[src/rtl/pic_pkg.sv]
package pic_pkg;

  typedef enum logic [1:0] {
    OP_WRITE = 2'd0,
    OP_READ  = 2'd1,
    OP_LINE  = 2'd2,
    OP_ACK   = 2'd3
  } op_t;

  typedef enum logic [1:0] {
    PH_ICW2  = 2'd0,
    PH_ICW3  = 2'd1,
    PH_ICW4  = 2'd2,
    PH_READY = 2'd3
  } phase_t;

  typedef enum logic [2:0] {
    OCW2_ROT_AEOI_CLR = 3'd0,
    OCW2_EOI          = 3'd1,
    OCW2_NOP          = 3'd2,
    OCW2_SEOI         = 3'd3,
    OCW2_ROT_AEOI_SET = 3'd4,
    OCW2_ROT_EOI      = 3'd5,
    OCW2_SET_PRI      = 3'd6,
    OCW2_ROT_SEOI     = 3'd7
  } ocw2_t;

  typedef enum logic [1:0] {
    RSEL_NONE0 = 2'd0,
    RSEL_NONE1 = 2'd1,
    RSEL_IRR   = 2'd2,
    RSEL_ISR   = 2'd3
  } rsel_t;

  localparam logic [7:0] CALL_OPCODE = 8'hcd;
  localparam logic [7:0] POLL_FLAG   = 8'h80;
  localparam logic [7:0] OCW3_MASK   = 8'h98;
  localparam logic [7:0] OCW3_MATCH  = 8'h08;
  localparam logic [7:0] OCW2_MASK   = 8'h18;
  localparam logic [7:0] VBASE_MASK  = 8'hf8;
  localparam logic [7:0] SPURIOUS    = 8'h07;
  localparam logic [2:0] RSEL_RESET  = 3'd2;

  typedef struct packed {
    op_t        operation;
    logic       port_offset;
    logic [7:0] write_data;
    logic [2:0] irq_number;
    logic       irq_level;
  } item_t;

  typedef struct packed {
    logic [7:0] read_data;
    logic       int_out;
    logic       cascade_active;
    logic [2:0] cascade_id;
  } res_t;

  typedef struct packed {
    logic       valid;
    logic [2:0] level;
  } level_t;

endpackage

[src/rtl/pic_resolve.sv]
module pic_resolve (
  input  logic [2:0]      base,
  input  logic [7:0]      irr,
  input  logic [7:0]      isr,
  input  logic [7:0]      imr,
  input  logic            ready,
  input  logic [7:0]      sfnm_map,
  output pic_pkg::level_t winner
);
  import pic_pkg::*;

  always_comb begin
    logic       done;
    logic [2:0] k;
    done   = 1'b0;
    winner = '0;
    k      = '0;
    for (int i = 0; i < 8; i++) begin
      k = base + 3'(i);
      if (!done) begin
        if (isr[k] && !sfnm_map[k]) begin
          done = 1'b1;
        end else if (ready && irr[k] && !imr[k]) begin
          winner.valid = 1'b1;
          winner.level = k;
          done         = 1'b1;
        end else if (isr[k]) begin
          done = 1'b1;
        end
      end
    end
  end

endmodule

[src/rtl/pic_core.sv]
module pic_core (
  input  logic           clk,
  input  logic           rst,
  input  logic           accept,
  input  pic_pkg::item_t item,
  input  logic           cfg_write,
  input  logic           cfg_data,
  output pic_pkg::res_t  res
);
  import pic_pkg::*;

  logic       is_master;
  phase_t     phase, phase_next;
  logic [7:0] irr, irr_next;
  logic [7:0] isr, isr_next;
  logic [7:0] imr, imr_next;
  logic [7:0] lines, lines_next;
  logic [2:0] base, base_next;
  logic [2:0] rsel, rsel_next;
  logic       ltim, ltim_next;
  logic       adi, adi_next;
  logic       casc_mode, casc_mode_next;
  logic       icw4_needed, icw4_needed_next;
  logic [2:0] call_low, call_low_next;
  logic [7:0] vbase, vbase_next;
  logic [7:0] call_high, call_high_next;
  logic [7:0] slave_map, slave_map_next;
  logic       sfnm, sfnm_next;
  logic       aeoi, aeoi_next;
  logic       x86, x86_next;
  level_t     active, active_next;
  logic [1:0] ack_step, ack_step_next;

  logic       do_resolve;
  level_t     resolved;
  logic [7:0] sfnm_map;

  assign sfnm_map = (is_master && casc_mode_next && sfnm_next) ? slave_map_next : 8'h00;

  pic_resolve u_resolve (
    .base     (base_next),
    .irr      (irr_next),
    .isr      (isr_next),
    .imr      (imr_next),
    .ready    (phase_next == PH_READY),
    .sfnm_map (sfnm_map),
    .winner   (resolved)
  );

  always_comb begin
    logic [7:0] wd;
    logic [2:0] wl;
    logic [7:0] wm;
    logic [7:0] lm;
    logic [2:0] alv;
    logic [7:0] am;
    logic       slave;
    logic       found;
    logic [2:0] k;
    logic [2:0] ksel;
    logic [7:0] rd;

    wd    = item.write_data;
    wl    = wd[2:0];
    wm    = 8'd1 << wl;
    lm    = 8'd1 << item.irq_number;
    alv   = active.valid ? active.level : 3'd7;
    am    = 8'd1 << alv;
    slave = active.valid && casc_mode && is_master && slave_map[alv];
    found = 1'b0;
    k     = '0;
    ksel  = '0;
    rd    = '0;

    phase_next       = phase;
    irr_next         = irr;
    isr_next         = isr;
    imr_next         = imr;
    lines_next       = lines;
    base_next        = base;
    rsel_next        = rsel;
    ltim_next        = ltim;
    adi_next         = adi;
    casc_mode_next   = casc_mode;
    icw4_needed_next = icw4_needed;
    call_low_next    = call_low;
    vbase_next       = vbase;
    call_high_next   = call_high;
    slave_map_next   = slave_map;
    sfnm_next        = sfnm;
    aeoi_next        = aeoi;
    x86_next         = x86;
    ack_step_next    = ack_step;
    do_resolve       = 1'b0;

    unique case (item.operation)
      OP_WRITE: begin
        do_resolve = 1'b1;
        if (!item.port_offset) begin
          if (wd[4]) begin
            imr_next         = '0;
            isr_next         = '0;
            irr_next         = '0;
            ltim_next        = wd[3];
            adi_next         = wd[2];
            casc_mode_next   = !wd[1];
            icw4_needed_next = wd[0];
            call_low_next    = wd[7:5];
            phase_next       = PH_ICW2;
            ack_step_next    = '0;
            base_next        = '0;
            rsel_next        = RSEL_RESET;
          end else if (phase == PH_READY) begin
            if ((wd & OCW3_MASK) == OCW3_MATCH) begin
              rsel_next = wd[2:0];
            end else if ((wd & OCW2_MASK) == 8'h00) begin
              for (int i = 0; i < 8; i++) begin
                k = base + 3'(i);
                if (!found && isr[k]) begin
                  found = 1'b1;
                  ksel  = k;
                end
              end
              unique case (ocw2_t'(wd[7:5]))
                OCW2_ROT_AEOI_CLR: base_next = '0;
                OCW2_EOI, OCW2_ROT_EOI: begin
                  if (found) begin
                    isr_next[ksel] = 1'b0;
                    if (ocw2_t'(wd[7:5]) == OCW2_ROT_EOI) base_next = ksel + 3'd1;
                  end
                end
                OCW2_SEOI: isr_next = isr & ~wm;
                OCW2_ROT_AEOI_SET: base_next = base + 3'd1;
                OCW2_SET_PRI: base_next = wl + 3'd1;
                OCW2_ROT_SEOI: begin
                  if (isr[wl]) begin
                    isr_next  = isr & ~wm;
                    base_next = wl + 3'd1;
                  end
                end
                OCW2_NOP: ;
              endcase
            end
          end
        end else begin
          unique case (phase)
            PH_ICW2: begin
              vbase_next     = wd & VBASE_MASK;
              call_high_next = wd;
              phase_next     = casc_mode ? PH_ICW3 : (icw4_needed ? PH_ICW4 : PH_READY);
            end
            PH_ICW3: begin
              slave_map_next = wd;
              phase_next     = icw4_needed ? PH_ICW4 : PH_READY;
            end
            PH_ICW4: begin
              sfnm_next  = wd[4];
              aeoi_next  = wd[1];
              x86_next   = wd[0];
              phase_next = PH_READY;
            end
            PH_READY: imr_next = wd;
          endcase
        end
      end
      OP_READ: begin
        if (item.port_offset) begin
          rd = imr;
        end else if (rsel[2]) begin
          if (active.valid) begin
            rd = POLL_FLAG | {5'd0, active.level};
            if (!ltim) irr_next = irr & ~am;
            if (!aeoi) isr_next = isr | am;
            do_resolve = 1'b1;
          end
        end else begin
          unique case (rsel_t'(rsel[1:0]))
            RSEL_IRR:               rd = irr;
            RSEL_ISR:               rd = isr & ~imr;
            RSEL_NONE0, RSEL_NONE1: rd = '0;
          endcase
        end
      end
      OP_LINE: begin
        if (item.irq_level) begin
          if (ltim || !lines[item.irq_number]) irr_next = irr | lm;
          lines_next = lines | lm;
        end else begin
          lines_next = lines & ~lm;
          irr_next   = irr & ~lm;
        end
        do_resolve = (ack_step == 2'd0);
      end
      OP_ACK: begin
        if (x86) begin
          if (!active.valid) begin
            rd = vbase + SPURIOUS;
          end else begin
            if (!ltim) irr_next = irr & ~am;
            if (!aeoi) isr_next = isr | am;
            do_resolve = 1'b1;
            rd = vbase + {5'd0, alv};
          end
        end else if (ack_step == 2'd0) begin
          if (active.valid) begin
            if (!ltim) irr_next = irr & ~am;
            isr_next = isr | am;
          end
          ack_step_next = 2'd1;
          rd = CALL_OPCODE;
        end else if (ack_step == 2'd1) begin
          ack_step_next = 2'd2;
          if (adi) rd = {call_low, alv, 2'b00};
          else     rd = {call_low[2:1], alv, 3'b000};
        end else begin
          ack_step_next = 2'd0;
          if (aeoi && active.valid) isr_next = isr & ~am;
          do_resolve = 1'b1;
          rd = call_high;
        end
      end
    endcase

    active_next = do_resolve ? resolved : active;

    res.read_data      = slave && (item.operation == OP_ACK) ? 8'h00 : rd;
    res.int_out        = active_next.valid;
    res.cascade_active = slave && (item.operation == OP_ACK);
    res.cascade_id     = (slave && (item.operation == OP_ACK)) ? alv : 3'd0;
  end

  always_ff @(posedge clk) begin
    if (rst) begin
      is_master   <= 1'b1;
      phase       <= PH_READY;
      irr         <= '0;
      isr         <= '0;
      imr         <= '0;
      lines       <= '0;
      base        <= '0;
      rsel        <= RSEL_RESET;
      ltim        <= 1'b0;
      adi         <= 1'b0;
      casc_mode   <= 1'b0;
      icw4_needed <= 1'b0;
      call_low    <= '0;
      vbase       <= '0;
      call_high   <= '0;
      slave_map   <= '0;
      sfnm        <= 1'b0;
      aeoi        <= 1'b0;
      x86         <= 1'b1;
      active      <= '0;
      ack_step    <= '0;
    end else begin
      if (cfg_write) is_master <= cfg_data;
      if (accept) begin
        phase       <= phase_next;
        irr         <= irr_next;
        isr         <= isr_next;
        imr         <= imr_next;
        lines       <= lines_next;
        base        <= base_next;
        rsel        <= rsel_next;
        ltim        <= ltim_next;
        adi         <= adi_next;
        casc_mode   <= casc_mode_next;
        icw4_needed <= icw4_needed_next;
        call_low    <= call_low_next;
        vbase       <= vbase_next;
        call_high   <= call_high_next;
        slave_map   <= slave_map_next;
        sfnm        <= sfnm_next;
        aeoi        <= aeoi_next;
        x86         <= x86_next;
        active      <= active_next;
        ack_step    <= ack_step_next;
      end
    end
  end

endmodule

[src/rtl/programmable_interrupt_controller.sv]
// Eight-input interrupt controller in the style of the classic 8259A.
// Input stream: one transaction per bus write, bus read, request line change
// or acknowledge cycle; s_tuser carries the operation code, s_tdata the
// address bit, write byte, line number and line level.
// Output stream: exactly one transaction per input transaction, in order,
// carrying the read or acknowledge byte, the interrupt output after the
// item, and the cascade select for a slave-supplied acknowledge byte.
// cfg_write/cfg_data set the cascade master strap; write it only when idle.
// Each result is registered in the output register, or in the skid register
// if that one is full. Throughput: one transaction per cycle while s_tready
// is high; the whole state update, including the 8-level rotating priority
// resolve, is one pass of logic into the state and output buffer registers.
// A two-entry output buffer (output register plus skid register) lets one
// more input be taken while a result waits; with both full s_tready drops
// until the receiver takes a result.
// Reset (rst, synchronous): controller ready, all masks and requests clear,
// x86 vector mode, master strap set, output buffer empty.
module programmable_interrupt_controller (
  input  logic        clk,
  input  logic        rst,
  input  logic        s_tvalid,
  output logic        s_tready,
  input  logic [15:0] s_tdata,   // port_offset, write_data[7:0], irq_number[2:0], irq_level
  input  logic [1:0]  s_tuser,   // operation
  output logic        m_tvalid,
  input  logic        m_tready,
  output logic [15:0] m_tdata,   // read_data[7:0], int_out, cascade_id[2:0]
  output logic        m_tuser,   // cascade_active
  input  logic        cfg_write,
  input  logic        cfg_data
);
  import pic_pkg::*;

  item_t item;
  res_t  res;
  res_t  out_q, skid_q;
  logic  out_valid, skid_valid;
  logic  accept, pop;

  assign item.operation   = op_t'(s_tuser);
  assign item.port_offset = s_tdata[0];
  assign item.write_data  = s_tdata[8:1];
  assign item.irq_number  = s_tdata[11:9];
  assign item.irq_level   = s_tdata[12];

  assign s_tready = !skid_valid;
  assign accept   = s_tvalid && s_tready;
  assign pop      = out_valid && m_tready;

  pic_core u_core (
    .clk       (clk),
    .rst       (rst),
    .accept    (accept),
    .item      (item),
    .cfg_write (cfg_write),
    .cfg_data  (cfg_data),
    .res       (res)
  );

  always_ff @(posedge clk) begin
    if (rst) begin
      out_valid  <= 1'b0;
      skid_valid <= 1'b0;
    end else begin
      if (pop) begin
        if (skid_valid) begin
          out_q      <= skid_q;
          skid_valid <= 1'b0;
        end else begin
          out_valid <= accept;
          if (accept) out_q <= res;
        end
      end else if (accept) begin
        if (!out_valid) begin
          out_q     <= res;
          out_valid <= 1'b1;
        end else begin
          skid_q     <= res;
          skid_valid <= 1'b1;
        end
      end
    end
  end

  assign m_tvalid = out_valid;
  assign m_tdata  = {4'd0, out_q.cascade_id, out_q.int_out, out_q.read_data};
  assign m_tuser  = out_q.cascade_active;

endmodule
[config.mk]
export PLATFORM = sky130hd
export DESIGN_NAME = programmable_interrupt_controller
export DESIGN_NICKNAME = d
export VERILOG_FILES = /design/src/rtl/pic_pkg.sv /design/src/rtl/pic_resolve.sv /design/src/rtl/pic_core.sv /design/src/rtl/programmable_interrupt_controller.sv
export SDC_FILE = /design/constraint.sdc
export NUM_CORES = 1
export LEC_CHECK = 0
export BUFFER_PORTS_ARGS = -buffer_cell sky130_fd_sc_hd__buf_4
export CORE_MARGIN = 1.5
export CORE_UTILIZATION = 57
export CTS_CLUSTER_SIZE = 12
export DETAILED_ROUTE_END_ITERATION = 10
export MAX_ROUTING_LAYER = met4
export PLACE_DENSITY_LB_ADDON = 0.05
export SYNTH_ARGS = -nofsm -noshare
export SYNTH_HDL_FRONTEND = slang
export SYNTH_SLANG_ARGS = --single-unit
[constraint.sdc]
create_clock -name clk -period 9.9 [get_ports clk]
set_input_delay 1.485 -clock clk [delete_from_list [all_inputs] [get_ports clk]]
set_output_delay 1.485 -clock clk [all_outputs]
set_load 0.005 [all_outputs]
; After elaboration in Yosys (flattened, before gate mapping)
; Index checks and enable logic that the tools add are counted.
[classes]
n_addsub = 18
n_reduce_logical = 93
mux = 306
magnitude_cmp = 21
shifts = 3
eq_ne = 23
bitwise = 18
[ops]
columns = op, count
row1 = 8-bit 2-to-1 mux, 43
row2 = 1-bit 2-to-1 mux, 143
row3 = 1-bit binary-select mux with 3-bit select, 43
row4 = 4-bit 2-to-1 mux, 24
row5 = 3-bit 2-to-1 mux, 28
row6 = 3-bit by 4-bit < comparator with 1-bit output (second input constant), 20
row7 = 8-bit case mux with 3 select lines, 3
row8 = 13-bit 2-to-1 mux, 5
row9 = 8-bit AND, 7
row10 = 1-bit logical AND, 41
row11 = 8-bit inverter, 5
row12 = 8-bit case mux with 4 select lines, 1
row13 = 1-bit logical NOT, 26
row14 = 3-bit adder (second input constant), 8
row15 = 8-bit OR, 3
row16 = 1-bit by 3-bit left shift with 8-bit output (first input constant), 3
row17 = 4-bit AND reduction, 5
row18 = 2-bit 2-to-1 mux, 9
row19 = 8-bit case mux with 2 select lines, 1
row20 = 3-bit case mux with 5 select lines, 1
row21 = 2-bit == test (second input constant), 7
row22 = 3-bit by 1-bit adder with 3-bit output (second input constant), 4
row23 = 3-bit by 2-bit adder with 3-bit output (second input constant), 4
row24 = 3-bit == test (second input constant), 4
row25 = 22 further kinds, 44
[word_totals]
regBits = 106
output_inout_bits = 19
elab_cells = 514

; Logic depth before layout (Yosys ltp)
[depth]
depth_word = 115
ltp_mapped = 35

; By module
; A second synthesis with hierarchy kept.
[unflattened]
hier_cells = 1145
area_unflattened_um2 = 9235.1
[modules_own_cells]
columns = mod, cells_each, seq_area_each_um2, area_per_inst_um2, instances
row1 = pic_core, 907, 1461.4, 6487.5, 1
row2 = pic_resolve, 178, 0.0, 1626.6, 1
row3 = programmable_interrupt_controller, 60, 820.8, 1121.1, 1

; Worst setup path before layout
; Ideal clock, no wire load.
[synth_path]
path_kind = reg2reg
startpoint = reg u_core.base[1]
endpoint = reg skid_q[4] (netlist name) (data pin)
stages_incl_launch_ff = 29
path_buffers = 8
t_required_ns = 9.748
slack_ns = 2.558
arrival_ns = 7.190
path_cell_list = dfxtp_1 buf_2 buf_2 inv_1 ha_1 buf_6 buf_6 mux2_1 mux4_2 o2111a_1 nor4_2 nor3_1 nor2_1 ha_1 a211o_1 a221oi_1 o211a_1 buf_2 inv_2 clkbuf_1 clkbuf_1 ha_1 clkbuf_1 mux4_2 or4b_4 nor4b_4 and2_1 nor3_1 a31oi_1
[synth_rtl]
columns = item, line_no
row1 = from (decl), pic_core.sv:18  ; logic [2:0] base, base_next;
row2 = from (signal assigned), pic_core.sv:263  ; base <= base_next;
row3 = to (signal assigned), programmable_interrupt_controller.sv:78  ; skid_q <= res;
row4 = to (decl), programmable_interrupt_controller.sv:36  ; res_t out_q, skid_q;

==> reports/metrics.yaml <==
outcome: "finished clean"
syn2layout_area_growth_pct: 5.74
final.setup.tns_ns: 0
start_util: 0.581
yosys-top-cells-count: "nand2_1 (146), nor2_1 (143), o21ai_0 (88)"
fmax_ghz: 0.121
grt_max_degree: 69
synth_cell_types: 102
wl_per_cell_um: 22.8
ctsResizeCount: 0
p_seq_frac: 0.415
postSynthCellCount: 1267
relSlewSlack: 0.178
fin_crit_sh: 0.837
tritoncts: "yes"
dieArea_um2: 17700
synth_area_leaders: "dfxtp_1 (16%), edfxtp_1 (8.1%), mux2i_1 (6.0%), nand2_1 (5.7%), nor2_1 (5.6%)"
comb_power_share: 0.250
cts_root_buf: "clkbuf_16"
diodes: 0
finalCriticalPeriod_ns: 8.29
postCtsSetupBuffers: 0
dpl_cell_area_um2: 9890
drt-total-wl_um: 33300
die_w_um: 133
finalPower_mw: 1.08
drt_first_pass_iters: 6
crit_arrival_ns: 8.38
tightest_slew_ns: 1.23
setup_viol_count_final: 0
power_density_nw_per_um2: 106
rows: 47
p_sw_mw: 0.377
yosysTopAreaCellShare: 0.156
drcViolationCount: 0
rsz0062_at_grt: "no"
grt.total_usage: 0.381
synth_seq_cells: 101
via_per_inst: 7.04
worstSetupEndpointType: "register"
critical_path_class: "register to register"
antenna_found_initial: 0
slew_viol_final: 0
drt_iter0_drc: 1347
yosys.area.top_type: "dfxtp_1"
cp_max_fo: 26
io_buffers: 35
grt_pass1_vias: 9144
postRouteAntennaNets: 0
die_h_um: 133
clkTransAtPathRegs_ns: 0.08
finalNetCount: 1271
clock_sinks: 101
cp-startpoint: "u_core.base[0]"
cts_buffer_depth: 2
r2r-start: "u_core.base[0]"
p_sw_frac: 0.348
yosysWarnings: 0
yosysMostFrequentCell: "nand2_1"
min-delay-start: "u_core.call_low[1]"
syn_area_um2: 9640
drive_above_1_share: 0.117
cts_made_buffers: 9
start_kind: "register"
grt.overflow.total: 0
final_hold_viol_count: 0
grt_first_pass_wirelength_um: 51900
post-dp-hpwl_um: 23700
hp-class: "register to register"
drv_cap: 0
worstSkewPairLatency_ns: 0.36
place_congestion: 1.00
postCtsHoldBufs: 0
clkPwrFrac: 0.335
leakage_nw: 3.68
postSynthAreaPerCell_um2: 7.61
fin_area_um2: 10200
synth_edf_count: 26
core_um2: 16600
h-tree-depth: 3
synth-async-reset-ratio: 0
p_int_mw: 0.706
required_ns: 9.99
skew_ns: 0.00854
ios: 43
synth_ff_type: "dfxtp_1"
vias: 10300
seq_area_frac_synth: 0.237
worst_ir_drop_vdd_mv: 0.103
-- cells in the final DEF, fill, tap and decap left out, types with 28 or more instances in the layout --
master	count
a21oi_1	86
a31oi_1	28
buf_4	50
dfxtp_1	75
inv_1	35
mux2i_1	58
nand2_1	146
nand3_1	36
nor2_1	143
nor3_1	30
o21ai_0	88
-- metrics by stage --
| step | worst slack [ns] | hold WS [ns] | cells | utilization |
|---|---|---|---|---|
| 6_report | 1.61 | 0.452 | 1457 | 0.615 |
| 2_1_floorplan | 2.56 | 0.431 | 1270 | - |
| 3_5_place_dp | 1.85 | 0.446 | 1441 | 0.596 |
| 5_1_grt | 1.22 | 0.478 | 1457 | 0.615 |
| 4_1_cts | 1.83 | 0.457 | 1457 | 0.615 |
| 3_3_place_gp | 1.91 | 0.440 | 1441 | 0.596 |
-- cell type report --
type | instances | area, um^2
Sequential cell | 101 | 2280
Multi-Input combinational cell | 1028 | 6800
Inverter | 42 | 158
Fill cell | 1593 | 6390
Clock inverter | 7 | 80.1
Clock buffer | 9 | 225
Timing Repair Buffer | 50 | 375
Tap cell | 220 | 275
-- kinds of logic (layout without fill, tap and decap cells) --
group	Yosys count	after routing	share of synthesized area
buf+inv	141	108	0.0606
fa+ha+maj	15	15	0.0195
simple gates	489	489	0.249
xor+xnor	6	6	0.00701
mux	102	102	0.137
compound gates	412	412	0.289
flops	101	101	0.237
other cells	1	4	0.000389
-- power by group through the flow --
stage          registers [mW]  logic [mW]  clock network [mW]
2_1_floorplan           0.450       0.190                   0
3_3_place_gp            0.458       0.260                   0
3_5_place_dp            0.458       0.261                   0
4_1_cts                 0.449       0.263               0.366
5_1_grt                 0.451       0.289               0.385
6_report                0.450       0.271               0.362
-- final timing paths --
path,to,slack [ns],cells after the start
setup / recovery,skid_q[4],1.61,25
hold / removal,u_core.call_low[1],0.45,2
setup reg to reg,skid_q[4],1.61,25
hold reg to reg,u_core.call_low[1],0.45,2
-- sequential cells by signal (all words and copies together), names as in the netlist, 4 cells and up, named ones only --
signal            flops
u_core.call_high      8
m_tdata              12
u_core.isr            8
u_core.active         4
u_core.slave_map      8
skid_q               13
u_core.imr            8
u_core.irr            8
-- routing by layer --
layer / GRT usage / wire, um
met1: 0.505 / 14100
met2: 0.588 / 14800
met3: 0.0559 / 3170
met4: 0.149 / 1190
met5: - / 0
-- worst max-delay path, cell delays in order (launching register included) --
cell and delay (ns):
dfxtp_1 0.35, inv_2 0.12, ha_1 1.02, mux4_2 0.67, nor4_1 0.46, nand3_1 0.24, a21oi_1 0.33, a221oi_1 0.17
nor2_2 0.30, inv_2 0.11, ha_1 0.32, a211o_1 0.23, a221oi_1 0.26, o211a_1 0.20, buf_4 0.28, inv_2 0.22
ha_1 0.52, inv_2 0.26, mux2i_1 0.37, mux2i_1 0.12, nor2_1 0.13, or3_1 0.32, a2bb2oi_1 0.22, a211oi_1 0.07
nor3_1 0.52, a31oi_1 0.18
Note: power is estimated with default switching activity, not from simulation.
